--- config.mk ---
export PLATFORM = sky130hd
export DESIGN_NAME = radix_suffix_number_parser_flat
export DESIGN_NICKNAME = d
export VERILOG_FILES = /design/src/design/rsnp_pkg.sv /design/src/design/rsnp_if.sv /design/src/design/rsnp_front.sv /design/src/design/rsnp_queue.sv /design/src/design/rsnp_back.sv /design/src/design/radix_suffix_number_parser.sv /design/src/flat_wrapper.sv
export VERILOG_INCLUDE_DIRS = /design/src /design/src/design
export SDC_FILE = /design/constraint.sdc
export NUM_CORES = 1
export LEC_CHECK = 0
export BUFFER_PORTS_ARGS = -buffer_cell sky130_fd_sc_hd__buf_2
export CAP_MARGIN = 20
export CORE_MARGIN = 1.5
export CORE_UTILIZATION = 59
export DETAILED_ROUTE_END_ITERATION = 6
export GPL_ROUTABILITY_DRIVEN = 0
export PLACE_DENSITY_LB_ADDON = 0.08
export SLEW_MARGIN = 25
export SYNTH_ARGS = -nofsm -noshare
export SYNTH_HDL_FRONTEND = slang
export SYNTH_SLANG_ARGS = --single-unit
--- constraint.sdc ---
create_clock -name i_clk -period 6.5 [get_ports i_clk]
set_input_delay 0.65 -clock i_clk [delete_from_list [all_inputs] [get_ports i_clk]]
set_output_delay 0.65 -clock i_clk [all_outputs]
set_load 0.02 [all_outputs]
--- src/design/radix_suffix_number_parser_assert.svh ---
// Assertion macros shared by the radix suffix number parser.
`ifndef RADIX_SUFFIX_NUMBER_PARSER_ASSERT_SVH
`define RADIX_SUFFIX_NUMBER_PARSER_ASSERT_SVH

// Consequent must hold in the same cycle as the antecedent.
`define RSNP_ASSERT_SAME(label, clk, rst_n, ante, cons) \
    label: assert property (@(posedge clk) disable iff (!(rst_n)) (ante) |-> (cons)) \
        else $error("rsnp same-cycle check failed");

// Consequent must hold in the cycle after the antecedent.
`define RSNP_ASSERT_NEXT(label, clk, rst_n, ante, cons) \
    label: assert property (@(posedge clk) disable iff (!(rst_n)) (ante) |=> (cons)) \
        else $error("rsnp next-cycle check failed");

`endif

--- src/design/rsnp_pkg.sv ---
// Shared types, character constants and lane helpers of the number parser.
`timescale 1ns / 1ps
package rsnp_pkg;

    localparam int LANES = 4;

    typedef logic [15:0] t_word;

    // Lane order: radix 16, 10, 8, 2
    typedef enum logic [1:0] {
        LANE_HEX = 2'd0,
        LANE_DEC = 2'd1,
        LANE_OCT = 2'd2,
        LANE_BIN = 2'd3
    } t_lane;

    localparam logic [4:0] LANE_RADIX [LANES] = '{5'd16, 5'd10, 5'd8, 5'd2};

    localparam logic [7:0] CASE_MASK   = 8'hDF;
    localparam logic [7:0] LOWER_LIMIT = 8'h60;
    localparam logic [7:0] CH_H        = 8'h48;
    localparam logic [7:0] CH_D        = 8'h44;
    localparam logic [7:0] CH_O        = 8'h4F;
    localparam logic [7:0] CH_Q        = 8'h51;
    localparam logic [7:0] CH_B        = 8'h42;
    localparam logic [7:0] CH_QMARK    = 8'h3F;
    localparam logic [7:0] CH_AT       = 8'h40;
    localparam logic [7:0] CH_ZERO     = 8'h30;
    localparam logic [7:0] DIGIT_MAX   = 8'd9;
    localparam logic [7:0] LETTER_GAP  = 8'd7;

    // Classified character, as handed from the front end to the lanes
    typedef struct packed {
        logic [7:0] digit;
        logic       bad_char;
        logic       last_char;
        logic       range_check_off;
        logic       suffix_hit;
        t_lane      suffix_lane;
    } t_cls;

    // Head of the queue as seen by the back end
    typedef struct packed {
        logic valid;
        t_cls cls;
    } t_q_head;

    // Multiply a lane value by its radix, modulo 2^16, with shifts and adds
    function automatic t_word lane_scale(t_lane lane, t_word acc);
        t_word res;
        case (lane)
            LANE_HEX: res = {acc[11:0], 4'b0};
            LANE_DEC: res = {acc[12:0], 3'b0} + {acc[14:0], 1'b0};
            LANE_OCT: res = {acc[12:0], 3'b0};
            LANE_BIN: res = {acc[14:0], 1'b0};
            default:  res = acc;
        endcase
        return res;
    endfunction

endpackage

--- src/design/rsnp_if.sv ---
// Handshake channels of the number parser: characters in, results out.
`timescale 1ns / 1ps
interface rsnp_char_if;
    logic       valid;
    logic       ready;
    logic [7:0] char_code;
    logic       last_char;
    logic       range_check_off;

    modport source (output valid, output char_code, output last_char,
                    output range_check_off, input ready);
    modport sink   (input valid, input char_code, input last_char,
                    input range_check_off, output ready);
endinterface

interface rsnp_res_if;
    logic        valid;
    logic        ready;
    logic [15:0] value;
    logic        illegal_digit;

    modport source (output valid, output value, output illegal_digit, input ready);
    modport sink   (input valid, input value, input illegal_digit, output ready);
endinterface

--- src/design/rsnp_front.sv ---
// Front end: takes characters, upper-cases and classifies them for the queue.
`timescale 1ns / 1ps
module rsnp_front
    import rsnp_pkg::*;
(
    rsnp_char_if.sink i_char_if,
    input  logic      i_q_full,
    output logic      o_push,
    output t_cls      o_cls
);

    logic [7:0] up_char;
    logic [7:0] raw_digit;

    // Accept whenever the queue has room
    assign i_char_if.ready = !i_q_full;
    assign o_push          = i_char_if.valid && !i_q_full;

    // Fold case, derive the digit value and decode a possible radix suffix
    always_comb begin
        up_char   = (i_char_if.char_code > LOWER_LIMIT) ? (i_char_if.char_code & CASE_MASK)
                                                        : i_char_if.char_code;
        raw_digit = up_char - CH_ZERO;
        o_cls.digit           = (raw_digit > DIGIT_MAX) ? (raw_digit - LETTER_GAP) : raw_digit;
        o_cls.bad_char        = (up_char == CH_QMARK) || (up_char == CH_AT);
        o_cls.last_char       = i_char_if.last_char;
        o_cls.range_check_off = i_char_if.range_check_off;

        o_cls.suffix_hit  = 1'b1;
        o_cls.suffix_lane = LANE_DEC;
        case (up_char)
            CH_H: o_cls.suffix_lane = LANE_HEX;
            CH_D: o_cls.suffix_lane = LANE_DEC;
            CH_O: o_cls.suffix_lane = LANE_OCT;
            CH_Q: o_cls.suffix_lane = LANE_OCT;
            CH_B: o_cls.suffix_lane = LANE_BIN;
            default: o_cls.suffix_hit = 1'b0;
        endcase
    end

endmodule

--- src/design/rsnp_queue.sv ---
// Short queue of classified characters between front and back ends.
`timescale 1ns / 1ps
module rsnp_queue
    import rsnp_pkg::*;
#(
    parameter int DEPTH = 2
)
(
    input  logic    i_clk,
    input  logic    i_rst_n,
    input  logic    i_push,
    input  t_cls    i_cls,
    input  logic    i_pop,
    output logic    o_full,
    output t_q_head o_head
);

    localparam int PTR_W = (DEPTH > 1) ? $clog2(DEPTH) : 1;
    localparam int CNT_W = $clog2(DEPTH + 1);

    t_cls             r_mem [DEPTH];
    logic [PTR_W-1:0] r_wr_ptr, n_wr_ptr;
    logic [PTR_W-1:0] r_rd_ptr, n_rd_ptr;
    logic [CNT_W-1:0] r_count, n_count;

    assign o_full      = (r_count == CNT_W'(DEPTH));
    assign o_head.valid = (r_count != '0);
    assign o_head.cls   = r_mem[r_rd_ptr];

    // Advance pointers with wrap, track fill level
    always_comb begin
        n_wr_ptr = r_wr_ptr;
        n_rd_ptr = r_rd_ptr;
        n_count  = r_count;
        if (i_push) begin
            n_wr_ptr = (r_wr_ptr == PTR_W'(DEPTH - 1)) ? '0 : r_wr_ptr + 1'b1;
        end
        if (i_pop) begin
            n_rd_ptr = (r_rd_ptr == PTR_W'(DEPTH - 1)) ? '0 : r_rd_ptr + 1'b1;
        end
        if (i_push && !i_pop) begin
            n_count = r_count + 1'b1;
        end else if (i_pop && !i_push) begin
            n_count = r_count - 1'b1;
        end
    end

    always_ff @(posedge i_clk) begin
        if (!i_rst_n) begin
            r_wr_ptr <= '0;
            r_rd_ptr <= '0;
            r_count  <= '0;
        end else begin
            r_wr_ptr <= n_wr_ptr;
            r_rd_ptr <= n_rd_ptr;
            r_count  <= n_count;
        end
    end

    // Store the entry
    always_ff @(posedge i_clk) begin
        if (i_push) begin
            r_mem[r_wr_ptr] <= i_cls;
        end
    end

endmodule

--- src/design/rsnp_back.sv ---
// Back end: four radix lanes, suffix selection and the result register.
`timescale 1ns / 1ps
module rsnp_back
    import rsnp_pkg::*;
(
    input  logic         i_clk,
    input  logic         i_rst_n,
    input  t_q_head      i_head,
    output logic         o_ready,
    rsnp_res_if.source   o_res_if
);

    t_word      r_accum [LANES];
    t_word      n_accum [LANES];
    logic [3:0] r_err, n_err;
    logic       r_out_valid;
    t_word      r_out_value, n_out_value;
    logic       r_out_illegal, n_out_illegal;
    logic       pop;
    logic       pop_last;

    // A final character needs a free result slot
    assign o_ready  = !i_head.cls.last_char || !r_out_valid || o_res_if.ready;
    assign pop      = i_head.valid && o_ready;
    assign pop_last = pop && i_head.cls.last_char;

    assign o_res_if.valid         = r_out_valid;
    assign o_res_if.value         = r_out_value;
    assign o_res_if.illegal_digit = r_out_illegal;

    // Scale each lane and add its digit, or zero when out of range or a bad character
    always_comb begin
        logic       over;
        logic       flag;
        logic [7:0] lane_digit;
        for (int k = 0; k < LANES; k++) begin
            over       = (i_head.cls.digit >= {3'b0, LANE_RADIX[k]})
                         && !i_head.cls.range_check_off;
            flag       = i_head.cls.bad_char || over;
            lane_digit = flag ? 8'd0 : i_head.cls.digit;
            n_accum[k] = lane_scale(t_lane'(k), r_accum[k]) + {8'b0, lane_digit};
            n_err[k]   = r_err[k] | flag;
        end
    end

    // Pick the pre-suffix snapshot or the updated decimal lane
    always_comb begin
        if (i_head.cls.suffix_hit) begin
            n_out_value   = r_accum[i_head.cls.suffix_lane];
            n_out_illegal = r_err[i_head.cls.suffix_lane];
        end else begin
            n_out_value   = n_accum[LANE_DEC];
            n_out_illegal = n_err[LANE_DEC];
        end
    end

    // Update lanes; clear them after the final character
    always_ff @(posedge i_clk) begin
        if (!i_rst_n) begin
            for (int k = 0; k < LANES; k++) begin
                r_accum[k] <= '0;
            end
            r_err       <= '0;
            r_out_valid <= 1'b0;
        end else begin
            if (pop_last) begin
                for (int k = 0; k < LANES; k++) begin
                    r_accum[k] <= '0;
                end
                r_err <= '0;
            end else if (pop) begin
                for (int k = 0; k < LANES; k++) begin
                    r_accum[k] <= n_accum[k];
                end
                r_err <= n_err;
            end
            if (pop_last) begin
                r_out_valid <= 1'b1;
            end else if (o_res_if.ready) begin
                r_out_valid <= 1'b0;
            end
        end
    end

    // Load the result payload
    always_ff @(posedge i_clk) begin
        if (pop_last) begin
            r_out_value   <= n_out_value;
            r_out_illegal <= n_out_illegal;
        end
    end

endmodule

--- src/design/radix_suffix_number_parser.sv ---
// Path: the final character is written into the queue and, once the result
// slot is free or being taken, popped into the result register.
// Throughput: one character per cycle while the sink is ready; the result
// slot frees the same cycle it is taken, so tokens stream without gaps.
// Reset: synchronous, active low; clears lanes, queue and the result register.
// Top level of the radix suffix number parser.
`timescale 1ns / 1ps
module radix_suffix_number_parser
    import rsnp_pkg::*;
#(
    parameter int QUEUE_DEPTH = 2
)
(
    input  logic         i_clk,
    input  logic         i_rst_n,
    rsnp_char_if.sink    i_char_if,
    rsnp_res_if.source   o_res_if
);

    `include "radix_suffix_number_parser_assert.svh"

    logic    q_full;
    logic    push;
    t_cls    front_cls;
    t_q_head q_head;
    logic    back_ready;
    logic    pop;
    logic    pop_last;

    assign pop      = q_head.valid && back_ready;
    assign pop_last = pop && q_head.cls.last_char;

    // Classify incoming characters
    rsnp_front u_front (
        .i_char_if (i_char_if),
        .i_q_full  (q_full),
        .o_push    (push),
        .o_cls     (front_cls)
    );

    // Decouple front and back
    rsnp_queue #(
        .DEPTH (QUEUE_DEPTH)
    ) u_queue (
        .i_clk   (i_clk),
        .i_rst_n (i_rst_n),
        .i_push  (push),
        .i_cls   (front_cls),
        .i_pop   (pop),
        .o_full  (q_full),
        .o_head  (q_head)
    );

    // Accumulate and produce results
    rsnp_back u_back (
        .i_clk    (i_clk),
        .i_rst_n  (i_rst_n),
        .i_head   (q_head),
        .o_ready  (back_ready),
        .o_res_if (o_res_if)
    );

    // Checks
    `RSNP_ASSERT_SAME(a_no_push_when_full, i_clk, i_rst_n, push, !q_full)
    `RSNP_ASSERT_SAME(a_pop_needs_entry, i_clk, i_rst_n, pop, q_head.valid)
    `RSNP_ASSERT_NEXT(a_result_after_last, i_clk, i_rst_n, pop_last, o_res_if.valid)

endmodule
--- src/flat_wrapper.sv ---
// flat-port wrapper written by rule: the top's interface ports become plain ports
module radix_suffix_number_parser_flat import rsnp_pkg::*;
#(
    parameter int QUEUE_DEPTH = 2
)
  (i_clk, i_rst_n, i_char_if_valid, i_char_if_char_code, i_char_if_last_char, i_char_if_range_check_off, i_char_if_ready, o_res_if_valid, o_res_if_value, o_res_if_illegal_digit, o_res_if_ready);
  rsnp_char_if i_char_if_i ();
  rsnp_res_if o_res_if_i ();
  input  logic i_clk;
  input  logic i_rst_n;
  input wire logic [$bits(i_char_if_i.valid)-1:0] i_char_if_valid;
  input wire logic [$bits(i_char_if_i.char_code)-1:0] i_char_if_char_code;
  input wire logic [$bits(i_char_if_i.last_char)-1:0] i_char_if_last_char;
  input wire logic [$bits(i_char_if_i.range_check_off)-1:0] i_char_if_range_check_off;
  output wire logic [$bits(i_char_if_i.ready)-1:0] i_char_if_ready;
  output wire logic [$bits(o_res_if_i.valid)-1:0] o_res_if_valid;
  output wire logic [$bits(o_res_if_i.value)-1:0] o_res_if_value;
  output wire logic [$bits(o_res_if_i.illegal_digit)-1:0] o_res_if_illegal_digit;
  input wire logic [$bits(o_res_if_i.ready)-1:0] o_res_if_ready;
  assign i_char_if_i.valid = i_char_if_valid;
  assign i_char_if_i.char_code = i_char_if_char_code;
  assign i_char_if_i.last_char = i_char_if_last_char;
  assign i_char_if_i.range_check_off = i_char_if_range_check_off;
  assign i_char_if_ready = i_char_if_i.ready;
  assign o_res_if_valid = o_res_if_i.valid;
  assign o_res_if_value = o_res_if_i.value;
  assign o_res_if_illegal_digit = o_res_if_i.illegal_digit;
  assign o_res_if_i.ready = o_res_if_ready;
  radix_suffix_number_parser #(.QUEUE_DEPTH(QUEUE_DEPTH)) u_core (.i_clk(i_clk), .i_rst_n(i_rst_n), .i_char_if(i_char_if_i), .o_res_if(o_res_if_i));
endmodule
==> summary.txt <==
Status
  • Status: finished clean

Route
  • Drt drc: 0
  • DRT antenna net count: 0
  • Via Count: 5475
  • Routed wire length: 17100 um
  • DRT Pass-1 Iters: 5
  • DRT iter0 DRCs: 444
  • Via density: 6.08
  • Avg WL per Cell: 19.0 um

Clock network
  • Post-CTS Hold Fix Bufs: 0
  • Maximum level of the CTS H-tree: 4
  • Clk sink count: 119
  • CTS resizes: 0
  • Root Driver: clkbuf_16
  • Clock-pin slew on the worst setup and hold paths: 0.05 ns
  • CTS tree: done
  • Clock buffer depth: 2
  • CTS Buf Count: 17
  • Post-CTS Setup Inserts: 0
  • Worst skew pair latency: 0.43 ns

Die
  • Die height: 115 um
  • Initial Utilization: 61.0%
  • Die Span X: 115 um
  • IO Pins: 33
  • Die area: ~0.013 mm2
  • Core box area: about 0.012 mm2
  • # rows: 40

Timing
  • Fin crit share: 69.2%
  • Rel. slew slack: a little over a third
  • Hold slack: 0.416 ns
  • Setup TNS: 0 ns
  • RSZ-0062 raised after global routing: false
  • Final worst slack: 2.00 ns
  • Slew Limit Fails: 0
  • Fmax: 0.222 GHz
  • Final setup vio count: 0
  • Worst Tran Pin Value: 0.958 ns
  • Final hold violation count: 0
  • Minimum clock period: 4.50 ns
  • Skew final: approximately 0.012 ns

Cells and area
  • ANT cells: 0
  • Multi-input gate area: 0.00383 mm2
  • Layout cell share with drive strength beyond 1: 12.6%
  • Layout area overhead: 11.8%
  • Commonest non-fill, non-tap cell in the layout: edfxtp_1
  • Register area: 0.00331 mm2
  • Most frequent cells in the layout: edfxtp_1, nor2_1, nand2_1
  • Fillers: 951
  • Fin cells: 900
  • Nets: 790

Min path
  • Hold Crit Endpoint: u_core.u_queue.r_mem[1][4]
  • Min-Delay Path Class: input pin to flip-flop
  • Hold path startpoint: i_char_if_last_char
  • WHS Path Cells: 1

Yosys
  • Mapped Area: roughly 0.0074 mm2
  • Flops & latches, synth: approximately 120
  • Post-synth EDFFs: slightly above 90
  • Seq/Total Area, Yosys: roughly 45%
  • Yosys warns: 0
  • Syn_nets: between 700 and 800
  • Async SR Flop Fraction: 0%
  • Predominant post-synthesis flop cell: edfxtp_1
  • Avg Cell Area, Syn: 10.7 um2
  • Synth unique cells: 58
  • Cells after Synth: 690

Placed design
  • Dpl cells: 868
  • Pre-CTS WS: between 1.5 and 2 ns
  • Port bufs: 32
  • Final HPWL DP: 12200 um

Global route
  • Overall Global Routing Usage: a little over a quarter
  • Total grt overflow: 0
  • Vias in the first global route: ~5.2k
  • First-pass GRT wire length: roughly 27000 um
  • Initial antenna violation count: 0
  • Pin count of the biggest net entering global routing: 49

Power
  • VDD IR max: 0.000275 V
  • Post-layout total power: 3.81 mW
  • Leakage: 3.22 nW
  • Power per cell area: 461 mW/mm2

Flow run
  • Max Cap Violations: 0

Worst setup path
  • Reg-to-reg endpoint: u_core.u_back.o_res_if.value[13]
  • R2R Setup Slk: 2.00 ns
  • Crit path kind: flip-flop to flip-flop
  • Worst Setup End Kind: flip-flop
  • Crit path launch type: flip-flop
  • Worst Path Required: approximately 6.7 ns
  • Worst-path fanout max: 20
  • Crit path DAT: 4.65 ns
  • Reg2reg path depth: 12
-- metal layers --
layer,vias to the layer above,part of all wire [%],track usage (%)
li1,2597,-,-
met1,2658,41,32.3
met3,44,4.5,5.80
met2,176,51,47.1
met4,0,3.7,14.5
met5,-,0,0
-- registers in the layout (all words and copies together), names as in the netlist, named ones only --
| signal | flops |
|---|---|
| u_core.u_back.r_accum | 64 |
| u_core.u_queue.r_mem | 28 |
| u_core.u_back.o_res_if.value | 16 |
| u_core.u_back.r_err | 4 |
| u_core.u_queue.r_count | 2 |
| u_core.u_back.o_res_if.illegal_digit | 1 |
| u_core.u_back.o_res_if.valid | 1 |
| u_core.u_queue.r_rd_ptr | 1 |
| u_core.u_queue.r_wr_ptr | 1 |
-- power breakdown --
part / internal [mW] / switching (mW) / total (mW)
Clock: 0.608 / 0.331 / 0.939
Sequential: 1.14 / 0.200 / 1.33
Combinational: 0.604 / 0.934 / 1.54
-- cell families (layout without fill, tap and decap cells) --
| group | Yosys count | count (layout) | share of synthesized area, % |
|---|---|---|---|
| AO/OA/AOI/OAI | 160 | 160 | 13.9 |
| XOR/XNOR | 43 | 43 | 5.10 |
| adder cells (fa/ha/maj) | 57 | 57 | 10.6 |
| buffers and inverters | 58 | 100 | 3.47 |
| flip-flops | 119 | 119 | 44.8 |
| multiplexers | 34 | 34 | 7.75 |
| AND/OR/NAND/NOR | 219 | 219 | 14.4 |
-- worst max-delay path by stage --
stage                                startpoint                          endpoint  slack [ns]  cells past startpoint
floorplan           u_core.u_queue.r_mem[0][11]  u_core.u_back.o_res_if.value[10]        2.82                     13
global placement                      flip-flop  u_core.u_back.o_res_if.value[10]        1.93                     11
detailed placement                    flip-flop  u_core.u_back.o_res_if.value[10]        1.71                     11
CTS                                   flip-flop  u_core.u_back.o_res_if.value[10]        1.66                     11
global route                          flip-flop  u_core.u_back.o_res_if.value[10]        1.74                     11
finish                                flip-flop  u_core.u_back.o_res_if.value[13]        2.00                     12
-- worst max-delay path, cell delays in order, from the launching register on --
cell and delay [ns]:
dfxtp_2 0.67, mux2i_1 0.60, nor2_1 0.12, o21a_1 0.42
or2_1 0.33, fa_1 0.55, inv_1 0.07, ha_1 0.33
a211oi_1 0.25, o21bai_1 0.20, o21a_1 0.25, nor3_1 0.29
o31ai_1 0.12
-- synth_stat cells (4+ instances only) --
| cell | instances | area [um2] |
|---|---|---|
| o21bai_1 | 4 | 30.0 |
| a21o_1 | 9 | 67.6 |
| or3_1 | 9 | 56.3 |
| a21boi_0 | 4 | 30.0 |
| xnor2_1 | 20 | 175 |
| a21oi_1 | 36 | 180 |
| edfxtp_1 | 93 | 2790 |
| mux4_2 | 17 | 383 |
| nand2_1 | 57 | 214 |
| mux2i_1 | 12 | 120 |
| a31oi_1 | 5 | 31.3 |
| nor3_1 | 16 | 80.1 |
| nand3_1 | 10 | 50.1 |
| a22o_1 | 6 | 52.6 |
| fa_1 | 9 | 180 |
| ha_1 | 48 | 601 |
| o21ai_0 | 43 | 215 |
| nor2b_1 | 8 | 50.1 |
| o211ai_1 | 8 | 60.1 |
| buf_2 | 4 | 20.0 |
| xor2_1 | 23 | 201 |
| nand4_1 | 10 | 62.6 |
| o31ai_1 | 7 | 52.6 |
| inv_1 | 33 | 124 |
| clkbuf_1 | 13 | 48.8 |
| and3_1 | 5 | 31.3 |
| a211oi_1 | 6 | 45.0 |
| nor2_1 | 66 | 248 |
| a211o_1 | 5 | 43.8 |
| and2_1 | 15 | 93.8 |
| o31a_1 | 4 | 35.0 |
| o21a_1 | 12 | 90.1 |
| dfxtp_1 | 26 | 521 |
| nand2b_1 | 7 | 43.8 |
-- final cells by class --
cell class / count / share of cell area, %
sequential: 119 / 40.1
clock inverter: 4 / 0.288
clock buffer: 28 / 7.04
timing repair buffer: 35 / 2.21
inverter: 33 / 1.50
multi-input combinational: 513 / 46.3
tap: 168 / 2.54
-- per-stage QoR --
stage,instance area (um2),utilization [%]
final,8260,68.2
after global routing,8260,68.2
after CTS,8260,68.2
after detailed placement,7660,63.2
after global placement,7650,63.2
after floorplan,7390,-
(Power assumes the default switching activity.)
